### config.mk
export PLATFORM = sky130hd
export DESIGN_NAME = display_command_list_validator
export DESIGN_NICKNAME = d
export VERILOG_FILES = /design/src/design/dclv_pkg.sv /design/src/design/dclv_front.sv /design/src/design/dclv_queue.sv /design/src/design/dclv_back.sv /design/src/design/display_command_list_validator.sv
export SDC_FILE = /design/constraint.sdc
export NUM_CORES = 1
export LEC_CHECK = 0
export ABC_AREA = 0
export ABC_CLOCK_PERIOD_IN_PS = 2450
export BUFFER_PORTS_ARGS = -buffer_cell sky130_fd_sc_hd__buf_2
export CORE_ASPECT_RATIO = 1.4
export CORE_UTILIZATION = 45
export CTS_BUF_LIST = sky130_fd_sc_hd__clkbuf_4 sky130_fd_sc_hd__clkbuf_8
export DETAILED_ROUTE_END_ITERATION = 10
export MAX_ROUTING_LAYER = met4
export PLACE_DENSITY_LB_ADDON = 0.05
export SYNTH_ARGS = -nofsm -noshare
export SYNTH_HDL_FRONTEND = slang
export SYNTH_HIERARCHICAL = 1
export SYNTH_SLANG_ARGS = --single-unit
### constraint.sdc
create_clock -name clk -period 2.45 [get_ports clk]
set_input_delay 0.735 -clock clk [delete_from_list [all_inputs] [get_ports clk]]
set_output_delay 0.735 -clock clk [all_outputs]
set_load 0.05 [all_outputs]
### src/design/dclv_pkg.sv
// Package for the display command list validator.
// Holds the transaction structs, opcodes and decode classes; no dependencies.
package dclv_pkg;

  typedef struct packed {
    logic [31:0] word_high;
    logic [31:0] word_low;
    logic        last_command;
  } in_item_t;

  typedef struct packed {
    logic        accepted;
    logic [11:0] insert_position;
  } out_item_t;

  localparam logic [7:0] OP_END      = 8'hdf;
  localparam logic [7:0] OP_TILESIZE = 8'hf2;
  localparam logic [7:0] OP_TILEDESC = 8'hf5;
  localparam logic [7:0] OP_VTX_A    = 8'h32;
  localparam logic [7:0] OP_VTX_B    = 8'h33;
  localparam logic [7:0] OP_DATA     = 8'h20;
  localparam logic [7:0] OP_TRI_A    = 8'h05;
  localparam logic [7:0] OP_TRI_B    = 8'h06;
  localparam logic [7:0] OP_TRI_C    = 8'h07;
  localparam logic [7:0] OP_TRI_D    = 8'h49;
  localparam logic [7:0] OP_VTX_C    = 8'h01;
  localparam logic [7:0] OP_VTX_D    = 8'h48;

  localparam logic [31:0] END_WORD      = 32'hdf000000;
  localparam logic [31:0] TILESIZE_WORD = 32'hf2000000;
  localparam logic [31:0] CAUSTIC_TILE1 = 32'h0107c07c;

  localparam logic [1:0] MAT_FOUNTAIN = 2'd1;
  localparam logic [1:0] MAT_CAUSTICS = 2'd2;

  localparam logic [0:0] REG_MATERIAL = 1'd0;
  localparam logic [0:0] REG_LARGE    = 1'd1;

  typedef enum logic [2:0] {
    K_END, K_PRIM, K_LOAD, K_VERTEX, K_TSIZE, K_TDESC, K_OTHER, K_BAD
  } kind_t;

  // Classified command handed from the front to the back.
  typedef struct packed {
    kind_t       kind;
    logic [7:0]  op;
    logic        end_words_ok;
    logic [2:0]  tile;
    logic        fnt_tsize_ok;
    logic        cau_tsize1_ok;
    logic        cau_tsize0_ok;
    logic        fnt_tdesc_ok;
    logic        cau_tdesc0_ok;
    logic        cau_tdesc1_ok;
    logic        last_command;
  } cmd_t;

endpackage

### src/design/dclv_front.sv
// Front end: registers and classifies one command per transaction.
// Depends on dclv_pkg.
module dclv_front (
  input  logic              clk,
  input  logic              rst,
  input  logic              large_tiles,
  input  logic              in_valid,
  output logic              in_ready,
  input  dclv_pkg::in_item_t in_data,
  output logic              cmd_valid,
  input  logic              cmd_ready,
  output dclv_pkg::cmd_t    cmd
);

  dclv_pkg::cmd_t c;
  logic [31:0] w0, w1;
  logic [11:0] e;
  logic [3:0]  mask;

  always_comb begin
    w0 = in_data.word_high;
    w1 = in_data.word_low;
    e = large_tiles ? 12'd252 : 12'd124;
    mask = large_tiles ? 4'd6 : 4'd5;
    c.op = w0[31:24];
    c.tile = w1[26:24];
    c.last_command = in_data.last_command;
    unique case (w0[31:24])
      dclv_pkg::OP_END: c.kind = dclv_pkg::K_END;
      dclv_pkg::OP_TRI_A, dclv_pkg::OP_TRI_B, dclv_pkg::OP_TRI_C,
      dclv_pkg::OP_TRI_D: c.kind = dclv_pkg::K_PRIM;
      dclv_pkg::OP_VTX_A, dclv_pkg::OP_VTX_B,
      dclv_pkg::OP_DATA: c.kind = dclv_pkg::K_LOAD;
      dclv_pkg::OP_VTX_C, dclv_pkg::OP_VTX_D: c.kind = dclv_pkg::K_VERTEX;
      dclv_pkg::OP_TILESIZE: c.kind = dclv_pkg::K_TSIZE;
      dclv_pkg::OP_TILEDESC: c.kind = dclv_pkg::K_TDESC;
      8'he7, 8'he8, 8'he6, 8'he3, 8'he2, 8'hd7, 8'hd9, 8'hf3, 8'hfc, 8'hfa,
      8'hfb: c.kind = dclv_pkg::K_OTHER;
      default: c.kind = dclv_pkg::K_BAD;
    endcase
    c.end_words_ok = (w0 == dclv_pkg::END_WORD) && (w1 == 32'd0);
    c.fnt_tsize_ok = (w0 == dclv_pkg::TILESIZE_WORD) &&
                     (w1 == {5'd0, w1[26:24], e, e});
    c.cau_tsize1_ok = (w0 == dclv_pkg::TILESIZE_WORD) && (w1 == dclv_pkg::CAUSTIC_TILE1);
    c.cau_tsize0_ok = (w1[23:12] >= w0[23:12]) && (w1[11:0] >= w0[11:0]);
    c.fnt_tdesc_ok = (w1[19:18] == 2'd0) && (w1[9:8] == 2'd0) &&
                     (w1[17:14] == mask) && (w1[7:4] == mask);
    c.cau_tdesc0_ok = (w0[8:0] == 9'd0);
    c.cau_tdesc1_ok = (w0[23:21] == 3'd0) && (w0[20:19] == 2'd2) &&
                      (w0[17:9] == 9'd8) && (w0[8:0] != 9'd0) &&
                      (w1[19:18] == 2'd0) && (w1[17:14] == 4'd5) &&
                      (w1[9:8] == 2'd0) && (w1[7:4] == 4'd5);
  end

  assign in_ready = !cmd_valid || cmd_ready;

  always_ff @(posedge clk) begin
    if (rst) begin
      cmd_valid <= 1'b0;
    end else if (in_ready) begin
      cmd_valid <= in_valid;
    end
    if (in_ready && in_valid) begin
      cmd <= c;
    end
  end

endmodule

### src/design/dclv_queue.sv
// Two-entry queue between front and back.
// Depends on dclv_pkg.
module dclv_queue (
  input  logic           clk,
  input  logic           rst,
  input  logic           wr_valid,
  output logic           wr_ready,
  input  dclv_pkg::cmd_t wr_data,
  output logic           rd_valid,
  input  logic           rd_ready,
  output dclv_pkg::cmd_t rd_data
);

  dclv_pkg::cmd_t mem [2];
  logic       wp, rp;
  logic [1:0] count;
  logic       push, pop;

  assign wr_ready = count != 2'd2;
  assign rd_valid = count != 2'd0;
  assign rd_data  = mem[rp];
  assign push = wr_valid && wr_ready;
  assign pop  = rd_valid && rd_ready;

  always_ff @(posedge clk) begin
    if (rst) begin
      wp <= 1'b0;
      rp <= 1'b0;
      count <= 2'd0;
    end else begin
      if (push) wp <= !wp;
      if (pop) rp <= !rp;
      count <= count + {1'b0, push} - {1'b0, pop};
    end
    if (push) mem[wp] <= wr_data;
  end

endmodule

### src/design/dclv_back.sv
// Back end: carries the list state and issues the verdict.
// Depends on dclv_pkg.
module dclv_back #(
  parameter int MAX_COMMANDS = 4096
) (
  input  logic               clk,
  input  logic               rst,
  input  logic [1:0]         material_class,
  input  logic               cmd_valid,
  output logic               cmd_ready,
  input  dclv_pkg::cmd_t     cmd,
  output logic               out_valid,
  input  logic               out_ready,
  output dclv_pkg::out_item_t out_data
);

  localparam int PW = $clog2(MAX_COMMANDS + 1);

  logic [PW-1:0] position, position_next;
  logic [1:0]    tile_sizes_seen, tile_sizes_seen_next;
  logic [1:0]    descriptors_seen, descriptors_seen_next;
  logic          primitive_seen, primitive_seen_next;
  logic [11:0]   primitive_index, primitive_index_next;
  logic          vertex_seen, vertex_seen_next;
  logic          skip_next, skip_next_next;
  logic          rejected, rejected_next;
  logic          good_end;
  logic [11:0]   where_pos, idx12;
  logic          fnt, cau, spc, bad, t1, ok;

  assign cmd_ready = !out_valid || out_ready;

  always_comb begin
    fnt = material_class == dclv_pkg::MAT_FOUNTAIN;
    cau = material_class == dclv_pkg::MAT_CAUSTICS;
    spc = fnt || cau;
    t1 = cmd.tile[0];
    idx12 = 12'(position);
    position_next = position;
    tile_sizes_seen_next = tile_sizes_seen;
    descriptors_seen_next = descriptors_seen;
    primitive_seen_next = primitive_seen;
    primitive_index_next = primitive_index;
    vertex_seen_next = vertex_seen;
    skip_next_next = skip_next;
    rejected_next = rejected;
    good_end = 1'b0;
    where_pos = 12'd0;
    bad = 1'b0;
    ok = 1'b0;
    if (position >= PW'(MAX_COMMANDS)) rejected_next = 1'b1;
    else position_next = position + 1'b1;
    if (skip_next) begin
      skip_next_next = 1'b0;
    end else if (!rejected_next) begin
      unique case (cmd.kind)
        dclv_pkg::K_END: begin
          ok = tile_sizes_seen == 2'd3 && (!spc || descriptors_seen == 2'd3) &&
               (!spc || cmd.end_words_ok);
          if (!cmd.last_command || !ok || (!primitive_seen && (!cau || vertex_seen)))
            rejected_next = 1'b1;
          else begin
            good_end = 1'b1;
            where_pos = primitive_seen ? primitive_index : idx12;
          end
        end
        dclv_pkg::K_PRIM: begin
          if (!primitive_seen) begin
            primitive_seen_next = 1'b1;
            primitive_index_next = idx12;
          end
        end
        dclv_pkg::K_LOAD: begin
          if (primitive_seen && cmd.op != dclv_pkg::OP_VTX_A) rejected_next = 1'b1;
          else begin
            if (cmd.op == dclv_pkg::OP_VTX_A) vertex_seen_next = 1'b1;
            skip_next_next = 1'b1;
          end
        end
        dclv_pkg::K_VERTEX: vertex_seen_next = 1'b1;
        dclv_pkg::K_TSIZE: begin
          if (primitive_seen) bad = 1'b1;
          else begin
            if (cmd.tile > 3'd1) bad = 1'b1;
            if (fnt && (tile_sizes_seen[t1] || !cmd.fnt_tsize_ok)) bad = 1'b1;
            if (cau && (tile_sizes_seen[t1] ||
                (t1 ? !cmd.cau_tsize1_ok : !cmd.cau_tsize0_ok))) bad = 1'b1;
            if (!bad) tile_sizes_seen_next[t1] = 1'b1;
          end
          if (bad) rejected_next = 1'b1;
        end
        dclv_pkg::K_TDESC: begin
          if (primitive_seen) bad = 1'b1;
          else if (spc && cmd.tile != 3'd7) begin
            if (cmd.tile > 3'd1 || descriptors_seen[t1]) bad = 1'b1;
            if (fnt && !cmd.fnt_tdesc_ok) bad = 1'b1;
            if (cau && (t1 ? !cmd.cau_tdesc1_ok : !cmd.cau_tdesc0_ok)) bad = 1'b1;
            if (!bad) descriptors_seen_next[t1] = 1'b1;
          end
          if (bad) rejected_next = 1'b1;
        end
        dclv_pkg::K_OTHER: if (primitive_seen) rejected_next = 1'b1;
        default: rejected_next = 1'b1;
      endcase
    end
  end

  always_ff @(posedge clk) begin
    if (rst) begin
      position <= '0;
      tile_sizes_seen <= '0;
      descriptors_seen <= '0;
      primitive_seen <= 1'b0;
      primitive_index <= '0;
      vertex_seen <= 1'b0;
      skip_next <= 1'b0;
      rejected <= 1'b0;
      out_valid <= 1'b0;
    end else begin
      if (out_ready) out_valid <= 1'b0;
      if (cmd_valid && cmd_ready) begin
        if (cmd.last_command) begin
          position <= '0;
          tile_sizes_seen <= '0;
          descriptors_seen <= '0;
          primitive_seen <= 1'b0;
          primitive_index <= '0;
          vertex_seen <= 1'b0;
          skip_next <= 1'b0;
          rejected <= 1'b0;
          out_valid <= 1'b1;
          out_data.accepted <= good_end && !rejected_next;
          out_data.insert_position <= (good_end && !rejected_next) ? where_pos : 12'd0;
        end else begin
          position <= position_next;
          tile_sizes_seen <= tile_sizes_seen_next;
          descriptors_seen <= descriptors_seen_next;
          primitive_seen <= primitive_seen_next;
          primitive_index <= primitive_index_next;
          vertex_seen <= vertex_seen_next;
          skip_next <= skip_next_next;
          rejected <= rejected_next;
        end
      end
    end
  end

endmodule

### src/design/display_command_list_validator.sv
// Top level of the display command list validator.
// Depends on dclv_pkg, dclv_front, dclv_queue and dclv_back.
//
// Accepts one 64-bit display command per cycle while the output is not
// stalled, and gives one verdict on the final command of each list. The
// front registers and decodes each command, a two-entry queue decouples it
// from the back, whose state update sets the sustained rate of one command
// per clock while the output is not stalled.
module display_command_list_validator #(
  parameter int MAX_COMMANDS = 4096
) (
  input  logic                clk,
  input  logic                rst,
  input  logic                cfg_we,
  input  logic [0:0]          cfg_index,
  input  logic [1:0]          cfg_data,
  input  logic                in_valid,
  output logic                in_ready,
  input  dclv_pkg::in_item_t  in_data,
  output logic                out_valid,
  input  logic                out_ready,
  output dclv_pkg::out_item_t out_data
);

  logic [1:0] material_class;
  logic       large_tiles;
  logic       f_valid, f_ready, q_valid, q_ready;
  dclv_pkg::cmd_t f_cmd, q_cmd;

  always_ff @(posedge clk) begin
    if (rst) begin
      material_class <= 2'd0;
      large_tiles <= 1'b0;
    end else if (cfg_we) begin
      unique case (cfg_index)
        dclv_pkg::REG_MATERIAL: material_class <= cfg_data;
        dclv_pkg::REG_LARGE:    large_tiles <= cfg_data[0];
        default: ;
      endcase
    end
  end

  dclv_front u_front (
    .clk, .rst, .large_tiles, .in_valid, .in_ready, .in_data,
    .cmd_valid(f_valid), .cmd_ready(f_ready), .cmd(f_cmd)
  );

  dclv_queue u_queue (
    .clk, .rst, .wr_valid(f_valid), .wr_ready(f_ready), .wr_data(f_cmd),
    .rd_valid(q_valid), .rd_ready(q_ready), .rd_data(q_cmd)
  );

  dclv_back #(.MAX_COMMANDS(MAX_COMMANDS)) u_back (
    .clk, .rst, .material_class, .cmd_valid(q_valid), .cmd_ready(q_ready),
    .cmd(q_cmd), .out_valid, .out_ready, .out_data
  );

endmodule

# Word level (Yosys, flattened, before mapping)
# Memory sizes are Yosys's and may differ from the RTL's. A register that Yosys moved wholly into a read port is not among the register bits.
# Cells that the tools add are included.
[totals]
regBits = 77
mem_bits_rw = 44
in_bits = 73
out_inout_bits = 15
elab_cells = 272
mem_count = 1
[mem_list]
columns = ["name", "depth", "word_bits", "rd", "rd_ports_with_merged_regs", "wr", "line_no", "text"]
rows = [
  ["u_queue.mem", 2, 22, 1, 1, 1, "dclv_queue.sv:14", "dclv_pkg::cmd_t mem [2];"],
]
[classes]
add_sub_neg = 3
order_cmp = 6
n_eq_ne = 55
muxes = 91
bitwise = 6
reduce_logical = 82
[op_table]
columns = ["op", "count"]
rows = [
  ["$eq 8x8->1 const B", 14],
  ["$mux 1", 65],
  ["$eq 32x32->1 const B", 2],
  ["$mux 12", 5],
  ["$eq 32x25->1 const B", 1],
  ["$eq 8x6->1 const B", 4],
  ["$logic_not 32->1", 1],
  ["$eq 29x24->1", 1],
  ["$logic_and 1x1->1", 28],
  ["$mux 2", 14],
  ["$mux 13", 2],
  ["$eq 8x3->1 const B", 3],
  ["$ge 12x12->1", 2],
  ["$pmux 3 s7", 1],
  ["$eq 8x7->1 const B", 2],
  ["$logic_not 1->1", 16],
  ["$add 13x1->13 const B", 1],
  ["$ge 13x13->1 const B", 1],
  ["$ne 2x1->1 const B", 6],
  ["$reduce_and 6->1", 2],
  ["$logic_or 1x1->1", 11],
  ["$reduce_or 11->1", 1],
  ["$reduce_bool 2->1", 5],
  ["$eq 3x3->1 const B", 3],
  ["other kinds (37)", 52],
]

# Depth between registers and ports, before layout
[logic_depth]
depth_word = 24
ltp_mapped = 8
depth_no_buf = 7

# Modules after synthesis
# Netlist, hierarchy kept.
[by_module_without_submodules]
columns = ["module", "n_inst", "cells_each", "area_each_um2", "seq_area_each_um2"]
rows = [
  ["dclv_back", 1, 224, 2177.1, 1071.0],
  ["dclv_front", 1, 199, 1866.8, 680.7],
  ["dclv_queue", 1, 97, 1839.3, 1421.4],
  ["display_command_list_validator", 1, 13, 135.1, 60.1],
]

# Worst setup path before layout
# No wires, ideal clock.
[synth_path]
path_kind = "input -> register"
startpoint = "in out_ready"
endpoint = "reg u_back/out_data[0] (netlist name)"
setup_ps = 400
arrival_time_ps = 2203
t_required_ps = 2050
slack_ps = -153
cell_stages = 4
n_path_buf = 1
path_cell_list = "nand2b_1 > clkbuf_1 > nand2_1 > nor3_1"
[synth_via]
elab_chain_cells = 3
[synth_lines]
columns = ["item", "line_no", "text"]
rows = [
  ["start: declaration", "display_command_list_validator.sv:21", "input logic out_ready,"],
  ["$logic_or 1x1->1", "dclv_back.sv:31", "assign cmd_ready = !out_valid || out_ready;"],
  ["via q_ready", "display_command_list_validator.sv:27", "logic f_valid, f_ready, q_valid, q_ready;"],
  ["$logic_and 1x1->1", "dclv_back.sv:121", "if (cmd_valid && cmd_ready) begin"],
  ["$reduce_and 3->1 (no source line)", "-", ""],
]
# The timed path passes the listed nets, and every way through them passes these cells.
# A chain may end at the register's enable or synchronous reset.

==> metrics.txt <==
number of flops mapped to enable cells by yosys=79; max_slew headroom=56.6%; Pleak=2.76 nW; outcome=complete, no violations; register area share after synthesis=53.7%; Synth Area in Compound Gates=10.4%; Max Slew Vio Count=0; Crit path required time=2770 ps; num ports=88; RePlAce Congestion=0.881; CP Capture Type=register; Worst Path Max Fanout=18; PwrDens=782 nW/um^2; largest family of logic cells by synthesized area=simple AND/OR/NAND/NOR gates; cts repair resizes=0; hold path depth=0; most frequent cells in the layout=buf_2, edfxtp_1, nor2_1, dfxtp_1, inv_1; IO Port Bufs=87; Via density=5.39; CP Depth=7; crit path max-delay cell type=a2111o_1; CTS root buf=clkbuf_8; Pre-antenna DRT Iters=5; Worst Path Buf+Inv=1; final hold vios=0; mux share of post-synthesis cell area=6.69%; DP Wirelength=9660 um; # placed instances=800; layout cells sized above 1=23.9%; fin crit period=2260 ps; Post-synth top flop=edfxtp_1; Setup Viol. Count Final=0; FMAX=0.443 GHz; synth top area cells=edfxtp_1, dfxtp_1, ha_1; CTS Buffer Depth=2; Post-CTS Hold Fix Bufs=0; initial core utilization=46.5%; final worst-path cycle share=92.2%; Die H=139 um; Finished Layout Cells=832; post-synth top area share=39.4%; Yosys cell types=61; RSZ-0062 raised after global routing=false; ys async rst share=0%; Reg clk slew, reported paths=80 ps; worst reg2reg path depth=7; Final ANT Viol Nets=0; GRT overflow=0; # nets final=742; critical setup path kind=register to register; vias=4,481; Slew @ Worst Pin=651 ps; largest net degree at the start of global routing=23; row count=49; Syn-to-layout area delta=19.2%; Total GRT Usage=20.4%; core area=12,900 sq um; cell chain of the critical path=buf_12, mux2_1, mux2_4, a2111o_1, nand3_1, o2111ai_1, a221o_1; Post-Syn Area per Cell=11.3 sq um; startpoint types=register; die area=13,800 sq um; CTS HTree Levels=4; most common cell after layout, fill and taps aside=buf_2; CTS tree=done; initial antenna violation count=0; Num CTS Buffers=17; post-route cell area=7180 sq um; Clock Latency Late Sink=430 ps; placed instance area=6760 sq um; Layout fillers=1,115; first-pass GRT wire length=21,300 um; drt drc=0; delay-heaviest family, CP=compound AO/OA/AOI/OAI gates; post-synthesis simple-gate area fraction=18.1%; VDD IR max=0.316 mV; CP max stage delay=420 ps; Syn Inst Count=533; antenna diode instance count=0; initial detailed-routing violation count=226; max-cap violations=0; vias in the first global route=4,576; synth warn=6; Setup Buffers After CTS=0; Clock Skew=8.75 ps; Hold Crit Class=register to register; xor/xnor share of the synthesized area=1.46%; clock sink count=122; Yosys top cell by area=edfxtp_1; Setup TNS=0 ps; syn nets=634; Worst Path Arrival=2580 ps; Post-Synth Adder-Cell Area=5.82%; final wirelength=12,700 um; synthesized area=6020 sq um; Avg WL per Cell=15.3 um; #FFs+latches synth=122; chip width=99.7 um
[area by class of cell]
class | count | area [sq um] | area share (%)
clock buffer | 17 | 234 | 3.26
multi-input combinational | 356 | 2570 | 35.8
sequential | 122 | 3230 | 45.1
inverter | 36 | 135 | 1.88
timing repair buffer | 108 | 606 | 8.44
clock inverter | 15 | 179 | 2.49
tap | 178 | 223 | 3.10
[path summary, 6_finish.rpt]
check / start / end / slack (ps)
setup / recovery: register / u_back/rejected / 190
hold / removal: u_front/cmd[4] / u_queue/mem[1][4] / 450
setup reg to reg: register / u_back/rejected / 190
hold reg to reg: u_front/cmd[4] / u_queue/mem[1][4] / 450
[cell families after synthesis]
kind of cell / after synthesis
mux: 37
compound gates: 90
flops: 122
buf+inv: 55
fa+ha+maj: 28
simple gates: 191
xor+xnor: 10
[state kept, by name (all words and copies together), names as in the netlist, named ones only]
signal / count
u_front/cmd_valid: 1
u_back/tile_sizes_seen: 2
u_back/position: 13
u_back/out_data: 13
u_front/cmd: 22
u_queue/count: 2
u_back/vertex_seen: 1
u_back/skip_next: 1
u_queue/mem: 44
u_queue/wp: 1
u_back/primitive_seen: 1
u_back/descriptors_seen: 2
u_queue/rp: 1
large_tiles: 1
u_back/primitive_index: 12
u_back/rejected: 1
u_back/out_valid: 1
material_class: 2
[where the power goes]
group          internal (mW)  switching, mW
Combinational          0.547          0.774
Sequential              2.37         0.0874
Clock                  0.947          0.881
Total                   3.87           1.74
[routing by layer]
layer	up-vias	track usage [%]	routed length [um]
met1	2111	20.5	4870
met5	-	-	0
met3	28	3.83	437
met2	124	36.7	6880
met4	0	11.1	504
li1	2218	-	-
[cell usage after synthesis, types with 6 or more instances]
| cell | n |
|---|---|
| edfxtp_1 | 79 |
| dfxtp_1 | 43 |
| nor2b_1 | 11 |
| and3_1 | 7 |
| mux2i_1 | 14 |
| a21oi_1 | 25 |
| inv_1 | 36 |
| ha_1 | 28 |
| buf_2 | 11 |
| nor2_1 | 50 |
| xnor2_1 | 8 |
| nand2b_1 | 11 |
| clkbuf_1 | 6 |
| nand3_1 | 17 |
| o21ai_1 | 6 |
| a22o_1 | 16 |
| or3_1 | 6 |
| mux2_1 | 20 |
| nor4_1 | 13 |
| a21o_1 | 10 |
| nand4_1 | 18 |
| o21ai_0 | 9 |
| nor3_1 | 14 |
| nand2_1 | 14 |
[stage by stage]
step	setup WS, ps	util (%)	power [mW]	hold slack [ps]
6_report	190	55.5	5.61	448
5_1_grt	9.11	55.5	5.94	435
4_1_cts	50.3	55.4	5.68	442
3_5_place_dp	-28.5	52.2	3.83	431
3_3_place_gp	74.7	52.2	3.80	422
2_1_floorplan	155	-	3.40	421
Note: power is estimated with default switching activity, not from simulation.
